File: src/sv/prq_pkg.sv
// ----------------------------------------------------------------------------
// prq_pkg - shared types for the priority ready queue scheduler
// Request action codes, sequencer states and fixed field widths.
// ----------------------------------------------------------------------------
package prq_pkg;

   localparam int ACTION_W = 2;
   localparam int ID_W     = 5;
   localparam int LEVEL_W  = 4;

   typedef enum logic [ACTION_W-1:0] {
      ACT_SET_READY   = 2'd0,
      ACT_TAKE_NEXT   = 2'd1,
      ACT_CHANGE_PRIO = 2'd2
   } action_type;

   typedef enum logic [7:0] {
      ST_IDLE = 8'b0000_0001,
      ST_DEC  = 8'b0000_0010,
      ST_SCAN = 8'b0000_0100,
      ST_POP  = 8'b0000_1000,
      ST_WALK = 8'b0001_0000,
      ST_APP1 = 8'b0010_0000,
      ST_APP2 = 8'b0100_0000,
      ST_DONE = 8'b1000_0000
   } state_type;

endpackage

File: src/sv/prq_ram.sv
// ----------------------------------------------------------------------------
// prq_ram - single write, single read memory with registered read data
// Holds per-task link and level entries for the scheduler.
// ----------------------------------------------------------------------------
module prq_ram #(
   parameter int DEPTH = 32,
   parameter int WIDTH = 6
) (
   input  logic                     clock,
   input  logic                     we,
   input  logic [$clog2(DEPTH)-1:0] waddr,
   input  logic [WIDTH-1:0]         wdata,
   input  logic [$clog2(DEPTH)-1:0] raddr,
   output logic [WIDTH-1:0]         rdata
);

   logic [WIDTH-1:0] mem [DEPTH];
   logic [WIDTH-1:0] rdata_ff;

   always_ff @(posedge clock) begin
      if (we) begin
         mem[waddr] <= wdata;
      end
      rdata_ff <= mem[raddr];
   end

   assign rdata = rdata_ff;

endmodule

File: src/sv/priority_ready_queue_scheduler.sv
// ----------------------------------------------------------------------------
// priority_ready_queue_scheduler - multilevel FIFO ready queue
// Per-level linked lists of ready tasks; set_ready, take_next and
// change_priority requests, one result per request.
// ----------------------------------------------------------------------------
// From accept to response: set_ready appends, with a second append step into a
//   busy level; take_next skips empty levels below the limit and pops the first;
//   change_priority walks the list to the task, unlinks it and appends it, or
//   only records the level when unlisted; ignored requests go straight to done.
// One request in flight; a new request is accepted only after the response rises.
// Reset clears level non-empty flags, listed flags and the sequencer.
module priority_ready_queue_scheduler #(
   parameter int NUM_LEVELS = 8,
   parameter int MAX_TASKS  = 32
) (
   input  logic                        clock,
   input  logic                        reset,
   input  logic                        req_valid,
   output logic                        req_ready,
   input  logic [prq_pkg::ACTION_W-1:0] req_action,
   input  logic [prq_pkg::ID_W-1:0]     req_task_id,
   input  logic [prq_pkg::LEVEL_W-1:0]  req_level,
   output logic                        rsp_valid,
   input  logic                        rsp_ready,
   output logic                        rsp_found,
   output logic [prq_pkg::ID_W-1:0]     rsp_task_out
);

   localparam int TW  = $clog2(MAX_TASKS);
   localparam int LW  = (NUM_LEVELS > 1) ? $clog2(NUM_LEVELS) : 1;
   localparam int LCW = $clog2(NUM_LEVELS + 1);
   localparam int KW  = TW + 1;

   prq_pkg::state_type  state_ff, state_in;
   prq_pkg::action_type act_ff, act_in;

   logic [NUM_LEVELS-1:0] nonempty_ff, nonempty_in;
   logic [MAX_TASKS-1:0]  on_list_ff, on_list_in;
   logic [TW-1:0]         head_ff [NUM_LEVELS];
   logic [TW-1:0]         head_in [NUM_LEVELS];
   logic [TW-1:0]         tail_ff [NUM_LEVELS];
   logic [TW-1:0]         tail_in [NUM_LEVELS];

   logic [TW-1:0]              t_ff, t_in;
   logic                       in_range_ff, in_range_in;
   logic [LW-1:0]              nl_ff, nl_in;
   logic [LW-1:0]              lv_ff, lv_in;
   logic [LCW-1:0]             lim_ff, lim_in;
   logic [LCW-1:0]             scan_ff, scan_in;
   logic [TW-1:0]              cur_ff, cur_in;
   logic [TW-1:0]              prev_ff, prev_in;
   logic                       prev_nil_ff, prev_nil_in;
   logic                       found_ff, found_in;
   logic [prq_pkg::ID_W-1:0]   tout_ff, tout_in;

   logic                       rsp_valid_ff, rsp_valid_in;
   logic                       rsp_found_ff, rsp_found_in;
   logic [prq_pkg::ID_W-1:0]   rsp_task_out_ff, rsp_task_out_in;

   logic          lnk_we;
   logic [TW-1:0] lnk_waddr;
   logic [KW-1:0] lnk_wdata;
   logic [TW-1:0] lnk_raddr;
   logic [KW-1:0] lnk_rdata;
   logic          lvl_we;
   logic [TW-1:0] lvl_raddr;
   logic [LW-1:0] lvl_rdata;

   prq_ram #(.DEPTH(MAX_TASKS), .WIDTH(KW)) u_link (
      .clock (clock),
      .we    (lnk_we),
      .waddr (lnk_waddr),
      .wdata (lnk_wdata),
      .raddr (lnk_raddr),
      .rdata (lnk_rdata)
   );

   prq_ram #(.DEPTH(MAX_TASKS), .WIDTH(LW)) u_level (
      .clock (clock),
      .we    (lvl_we),
      .waddr (t_ff),
      .wdata (nl_ff),
      .raddr (lvl_raddr),
      .rdata (lvl_rdata)
   );

   assign req_ready = (state_ff == prq_pkg::ST_IDLE);

   always_comb begin
      logic [LW-1:0] sidx;
      logic [KW-1:0] nxt;
      sidx            = scan_ff[LW-1:0];
      nxt             = lnk_rdata;
      state_in        = state_ff;
      act_in          = act_ff;
      nonempty_in     = nonempty_ff;
      on_list_in      = on_list_ff;
      head_in         = head_ff;
      tail_in         = tail_ff;
      t_in            = t_ff;
      in_range_in     = in_range_ff;
      nl_in           = nl_ff;
      lv_in           = lv_ff;
      lim_in          = lim_ff;
      scan_in         = scan_ff;
      cur_in          = cur_ff;
      prev_in         = prev_ff;
      prev_nil_in     = prev_nil_ff;
      found_in        = found_ff;
      tout_in         = tout_ff;
      rsp_valid_in    = rsp_valid_ff;
      rsp_found_in    = rsp_found_ff;
      rsp_task_out_in = rsp_task_out_ff;
      lnk_we          = 1'b0;
      lnk_waddr       = t_ff;
      lnk_wdata       = {1'b1, {TW{1'b0}}};
      lnk_raddr       = cur_ff;
      lvl_we          = 1'b0;
      lvl_raddr       = TW'(req_task_id);

      if (rsp_valid_ff && rsp_ready) begin
         rsp_valid_in = 1'b0;
      end

      case (state_ff)
         prq_pkg::ST_IDLE: begin
            if (req_valid) begin
               act_in      = prq_pkg::action_type'(req_action);
               t_in        = TW'(req_task_id);
               in_range_in = (32'(req_task_id) < MAX_TASKS);
               nl_in       = (32'(req_level) >= NUM_LEVELS) ? LW'(NUM_LEVELS - 1)
                                                            : LW'(req_level);
               lim_in      = (32'(req_level) >= NUM_LEVELS) ? LCW'(NUM_LEVELS)
                                                            : LCW'(req_level);
               scan_in     = '0;
               found_in    = 1'b0;
               tout_in     = req_task_id;
               state_in    = prq_pkg::ST_DEC;
            end
         end
         prq_pkg::ST_DEC: begin
            case (act_ff)
               prq_pkg::ACT_SET_READY: begin
                  if (in_range_ff && !on_list_ff[t_ff]) begin
                     state_in = prq_pkg::ST_APP1;
                  end else begin
                     state_in = prq_pkg::ST_DONE;
                  end
               end
               prq_pkg::ACT_TAKE_NEXT: begin
                  state_in = prq_pkg::ST_SCAN;
               end
               prq_pkg::ACT_CHANGE_PRIO: begin
                  if (!in_range_ff) begin
                     state_in = prq_pkg::ST_DONE;
                  end else if (!on_list_ff[t_ff]) begin
                     lvl_we   = 1'b1;
                     state_in = prq_pkg::ST_DONE;
                  end else begin
                     lv_in       = lvl_rdata;
                     cur_in      = head_ff[lvl_rdata];
                     lnk_raddr   = head_ff[lvl_rdata];
                     prev_nil_in = 1'b1;
                     state_in    = prq_pkg::ST_WALK;
                  end
               end
               default: begin
                  state_in = prq_pkg::ST_DONE;
               end
            endcase
         end
         prq_pkg::ST_SCAN: begin
            if (scan_ff >= lim_ff) begin
               state_in = prq_pkg::ST_DONE;
            end else if (nonempty_ff[sidx]) begin
               lv_in     = sidx;
               cur_in    = head_ff[sidx];
               lnk_raddr = head_ff[sidx];
               state_in  = prq_pkg::ST_POP;
            end else begin
               scan_in = scan_ff + LCW'(1);
            end
         end
         prq_pkg::ST_POP: begin
            head_in[lv_ff] = nxt[TW-1:0];
            if (nxt[TW]) begin
               nonempty_in[lv_ff] = 1'b0;
            end
            on_list_in[cur_ff] = 1'b0;
            found_in           = 1'b1;
            tout_in            = prq_pkg::ID_W'(cur_ff);
            state_in           = prq_pkg::ST_DONE;
         end
         prq_pkg::ST_WALK: begin
            if (cur_ff == t_ff) begin
               if (prev_nil_ff) begin
                  head_in[lv_ff] = nxt[TW-1:0];
                  if (nxt[TW]) begin
                     nonempty_in[lv_ff] = 1'b0;
                  end
               end else begin
                  lnk_we    = 1'b1;
                  lnk_waddr = prev_ff;
                  lnk_wdata = nxt;
                  if (nxt[TW]) begin
                     tail_in[lv_ff] = prev_ff;
                  end
               end
               state_in = prq_pkg::ST_APP1;
            end else if (nxt[TW]) begin
               state_in = prq_pkg::ST_DONE;
            end else begin
               prev_in     = cur_ff;
               prev_nil_in = 1'b0;
               cur_in      = nxt[TW-1:0];
               lnk_raddr   = nxt[TW-1:0];
            end
         end
         prq_pkg::ST_APP1: begin
            lnk_we           = 1'b1;
            lvl_we           = 1'b1;
            on_list_in[t_ff] = 1'b1;
            if (nonempty_ff[nl_ff]) begin
               state_in = prq_pkg::ST_APP2;
            end else begin
               head_in[nl_ff]     = t_ff;
               tail_in[nl_ff]     = t_ff;
               nonempty_in[nl_ff] = 1'b1;
               found_in           = 1'b1;
               state_in           = prq_pkg::ST_DONE;
            end
         end
         prq_pkg::ST_APP2: begin
            lnk_we         = 1'b1;
            lnk_waddr      = tail_ff[nl_ff];
            lnk_wdata      = {1'b0, t_ff};
            tail_in[nl_ff] = t_ff;
            found_in       = 1'b1;
            state_in       = prq_pkg::ST_DONE;
         end
         prq_pkg::ST_DONE: begin
            if (!rsp_valid_ff || rsp_ready) begin
               rsp_valid_in    = 1'b1;
               rsp_found_in    = found_ff;
               rsp_task_out_in = tout_ff;
               state_in        = prq_pkg::ST_IDLE;
            end
         end
         default: begin
            state_in = prq_pkg::ST_IDLE;
         end
      endcase
   end

   always_ff @(posedge clock) begin
      if (reset) begin
         state_ff     <= prq_pkg::ST_IDLE;
         nonempty_ff  <= '0;
         on_list_ff   <= '0;
         rsp_valid_ff <= 1'b0;
      end else begin
         state_ff     <= state_in;
         nonempty_ff  <= nonempty_in;
         on_list_ff   <= on_list_in;
         rsp_valid_ff <= rsp_valid_in;
      end
   end

   always_ff @(posedge clock) begin
      act_ff          <= act_in;
      head_ff         <= head_in;
      tail_ff         <= tail_in;
      t_ff            <= t_in;
      in_range_ff     <= in_range_in;
      nl_ff           <= nl_in;
      lv_ff           <= lv_in;
      lim_ff          <= lim_in;
      scan_ff         <= scan_in;
      cur_ff          <= cur_in;
      prev_ff         <= prev_in;
      prev_nil_ff     <= prev_nil_in;
      found_ff        <= found_in;
      tout_ff         <= tout_in;
      rsp_found_ff    <= rsp_found_in;
      rsp_task_out_ff <= rsp_task_out_in;
   end

   assign rsp_valid    = rsp_valid_ff;
   assign rsp_found    = rsp_found_ff;
   assign rsp_task_out = rsp_task_out_ff;

   a_accept_decodes: assert property (@(posedge clock) disable iff (reset)
      req_valid && req_ready |=> state_ff == prq_pkg::ST_DEC)
      else $error("accepted request not decoded");

   a_rsp_from_done: assert property (@(posedge clock) disable iff (reset)
      $rose(rsp_valid_ff) |-> $past(state_ff == prq_pkg::ST_DONE))
      else $error("response raised outside done state");

   a_levels_have_tasks: assert property (@(posedge clock) disable iff (reset)
      $countones(on_list_ff) >= $countones(nonempty_ff))
      else $error("more non-empty levels than listed tasks");

   a_walk_listed: assert property (@(posedge clock) disable iff (reset)
      state_ff == prq_pkg::ST_WALK |-> on_list_ff[t_ff])
      else $error("unlink walk for a task not listed");

endmodule
File: config.mk
export PLATFORM = sky130hd
export DESIGN_NAME = priority_ready_queue_scheduler
export DESIGN_NICKNAME = d
export VERILOG_FILES = /design/src/sv/prq_pkg.sv /design/src/sv/prq_ram.sv /design/src/sv/priority_ready_queue_scheduler.sv
export SDC_FILE = /design/constraint.sdc
export NUM_CORES = 1
export LEC_CHECK = 0
export BUFFER_PORTS_ARGS = -buffer_cell sky130_fd_sc_hd__buf_2
export CAP_MARGIN = 20
export CORE_MARGIN = 2
export CORE_UTILIZATION = 65
export CTS_CLUSTER_SIZE = 16
export DETAILED_ROUTE_END_ITERATION = 16
export MAX_ROUTING_LAYER = met4
export PLACE_DENSITY_LB_ADDON = 0.08
export SLEW_MARGIN = 20
export SYNTH_ARGS = -nofsm -noshare
export SYNTH_HDL_FRONTEND = slang
export SYNTH_SLANG_ARGS = --single-unit
File: constraint.sdc
create_clock -name clock -period 6.94 [get_ports clock]
set_input_delay 1.041 -clock clock [delete_from_list [all_inputs] [get_ports clock]]
set_output_delay 1.041 -clock clock [all_outputs]
set_load 0.01 [all_outputs]
==> impl_metrics.csv <==
group,metric,value,unit
power_and_ir_drop,p_clk_share,40.7,%
clocking,cts_tree,"done",
setup_path,endpoint_kind,"flop",
power_and_ir_drop,p_comb_share,10.7,%
setup_path,crit_family,"compound AO/OA/AOI/OAI gates",
power_and_ir_drop,peakVddDrop,233,uV
layout,fin_area,23500,um2
clocking,clk_pin_slew_worst_paths,70,ps
sta,hold_violations,0,
clocking,h-tree-depth,2,
grt,grt_max_degree,91,
power_and_ir_drop,power.switching,1.69,mW
setup_path,r2r_cells,13,
yosys,synthArstFlopShare,0,%
grt,grtUsageTotal,32.6,%
power_and_ir_drop,p_sw_share,25.1,%
grt,grt_pass1_wl,80700,um
setup_path,path_buf_inv,2,
route,drc_errors,0,
die,start_util,66.0,%
sta,setup_viol,0,
sta,fmax,208,MHz
layout,drive_above_1_share,16.4,%
setup_path,worstSetupPathType,"reg -> reg",
yosys,ys.flop_type,"edfxtp_1",
power_and_ir_drop,p_per_area,288,nW/um2
sta,min_period_over_period,69.1,%
yosys,synth_top_area_share,57.0,%
die,die_area,34500,um2
layout,syn2layout_area_growth,9.29,%
yosys,synth-edff-count,407,
placed_design,dp_hpwl,35100,um
setup_path,worst-path-max-fanout,17,
clocking,cts.sinks,470,
power_and_ir_drop,seq_power_share,48.6,%
yosys,synth.largest_area_cell,"edfxtp_1",
route,vias,14200,
grt,gr-total-overflow,0,
die,die_w,186,um
yosys,ys_types,90,
grt,first_global_vias,13400,
sta,rsz0062_at_grt,"false",
yosys,synth_nets,1626,
run_status,status,"finished, final reports clean",
grt,antenna_found_initial,2,
layout,nNetsFinal,1599,
clocking,hold_buffers,0,
route,wl_per_cell,25.9,um
route,drtPass1Iterations,6,
clocking,cts_resized,0,
route,drtAntennaViolNets,0,
sta,slew_headroom,31.3,%
placed_design,gp_congestion,0.986,
yosys,yosysSeqAreaShare,62.8,%
yosys,syn_inst,1606,
setup_path,worstSetupPathDepth,13,
sta,worstMarginPinSlew,1030,ps
yosys,yosysMostFrequentCell,"edfxtp_1",
power_and_ir_drop,p_int,5.06,mW
placed_design,place_area,21700,um2
clocking,numCtsBuffers,47,
yosys,synth_commonest_cells,"407 x edfxtp_1, 140 x nand2_1, 130 x nor2_1",
die,row_count,66,
yosys,syn_avg_cell_area,13.4,um2
setup_path,crit_chain,"clkinv_1 -> ha_1 -> nand2b_1 -> a21oi_1 -> o21ai_1 -> a2111oi_0 -> a311o_1 -> nor3_4 -> buf_4 -> mux4_2 -> o32ai_1 -> a211o_1 -> nor3_2",
die,io_pins,23,
clocking,clockRootBuffer,"clkbuf_16",
yosys,synth_area_leaders,"edfxtp_1 57%, mux4_2 9.4%, dfxtp_1 5.9%, nand3_1 2.5%, nand2_1 2.4%",
min_path,worstHoldPathType,"reg -> reg",
power_and_ir_drop,cellLeakagePower,7.15,nW
clocking,clk_latency,570,ps
route,drt_iter0_markers,1980,
min_path,holdPathStages,0,
sta,drv_slew,0,
die,fp.coreArea,32500,um2
setup_path,start_kind,"flop",
clocking,cts_buffer_depth,3,
sta,clock_skew,17.5,ps
setup_path,critPathArrivalTime,5260,ps
die,fp.dieH,186,um
yosys,ys_ff_latch,470,
yosys,synthesis.area,21500,um2
setup_path,max_stage_delay,620,ps
route,viasPerCell,6.88,
placed_design,portBuffers,22,
setup_path,slowest_stage,"edfxtp_1",
sta,finalSetupTns,0,ps
clocking,post_cts_buffers,0,
route,wl,53400,um
yosys,yosys_warnings,0,
flow_run,cap_viol_max_count,0,
setup_path,critPathRequiredTime,7400,ps
sta,period_needed,4800,ps
-- kinds of logic (layout without fill, tap and decap cells) --
family | count (synthesis) | in the layout | synth area share [%]
other cells | 0 | 2 | 0
xor+xnor | 9 | 9 | 0.367
compound gates | 278 | 278 | 8.28
simple gates | 554 | 554 | 12.8
fa+ha+maj | 5 | 5 | 0.292
buf+inv | 155 | 167 | 3.39
flops | 470 | 470 | 62.8
mux | 135 | 135 | 12.0
-- path summary, 6_finish.rpt --
kind | from | end | slack [ps]
min | tout_ff[4] | rsp_task_out[4] | 430
max reg2reg | scan_ff[0] | u_link.rdata[3] | 2140
max | scan_ff[0] | u_link.rdata[3] | 2140
min reg2reg | tout_ff[4] | rsp_task_out[4] | 430
-- through the flow --
step | worst slack, ps | std cells | power (mW) | hold WS, ps | utilization (%)
floorplan | 3440 | 1606 | 3.88 | 400 | -
global placement | 2260 | 1972 | 4.03 | 405 | 66.8
detailed placement | 2160 | 1972 | 4.05 | 405 | 66.8
CTS | 2160 | 2060 | 6.76 | 429 | 72.0
global route | 1900 | 2062 | 6.93 | 443 | 72.1
finish | 2140 | 2062 | 6.75 | 429 | 72.1
-- power by group through the flow --
| stage | clock, mW | combinational [mW] | sequential [mW] |
|---|---|---|---|
| 2_1_floorplan | 0 | 0.694 | 3.19 |
| 3_3_place_gp | 0 | 0.701 | 3.33 |
| 3_5_place_dp | 0 | 0.716 | 3.33 |
| 4_1_cts | 2.76 | 0.720 | 3.27 |
| 5_1_grt | 2.87 | 0.777 | 3.28 |
| 6_report | 2.74 | 0.725 | 3.28 |
-- final cells by class --
type                    count  area, um2
flip-flops and latches    470      13500
fillers                  2146       9080
multi-input cells         981       7290
clock buffers              65       1330
well taps                 442        553
clock inverters            23        363
repair buffers             49        313
inverters                  30        120
diodes                      2       5.00
-- registers in the layout (all words and copies together), names as in the netlist --
register       count
t_ff               5
u_link.mem       192
state_ff           8
rsp_found          1
prev_ff            5
head_ff           40
lim_ff             4
cur_ff             5
tail_ff           40
u_level.mem       96
act_ff             2
rsp_valid          1
lv_ff              3
u_link.rdata       6
nonempty_ff        8
u_level.rdata      3
scan_ff            4
prev_nil_ff        1
on_list_ff        32
rsp_task_out       5
nl_ff              3
found_ff           1
tout_ff            5
-- routing by layer --
metal,global-route usage [%],up-vias,part of all wire [%]
met5,-,-,0
met4,11.0,0,3.5
met3,6.55,159,10
met2,48.5,882,46
met1,45.9,7000,40
li1,-,6153,-
-- cells in the final DEF, fill, tap and decap left out, types with 6 or more instances in the layout --
cell / netlist / routed
edfxtp_1: 407 / 407
nor2b_1: 10 / 10
nand3_1: 107 / 107
o21ai_0: 103 / 101
nand2_1: 140 / 140
buf_2: 19 / 22
nor4_1: 11 / 11
or3_1: 10 / 10
nand3b_1: 14 / 14
mux4_1: 6 / 6
bufinv_16: 0 / 9
a22oi_1: 11 / 11
xnor2_1: 8 / 8
nor3_2: 7 / 8
a31oi_1: 7 / 7
inv_1: 26 / 26
a21oi_1: 70 / 69
clkbuf_16: 0 / 48
buf_4: 5 / 27
and3_1: 12 / 12
clkbuf_1: 71 / 11
mux2i_1: 32 / 32
nor2_1: 130 / 129
mux4_2: 90 / 90
clkbuf_8: 0 / 6
clkinv_2: 0 / 8
dfxtp_1: 63 / 63
nor3b_1: 11 / 10
nor3_1: 53 / 52
o221ai_1: 6 / 6
a221oi_1: 10 / 10
o22ai_1: 12 / 12
mux2_2: 7 / 7
(Power assumes the default switching activity.)
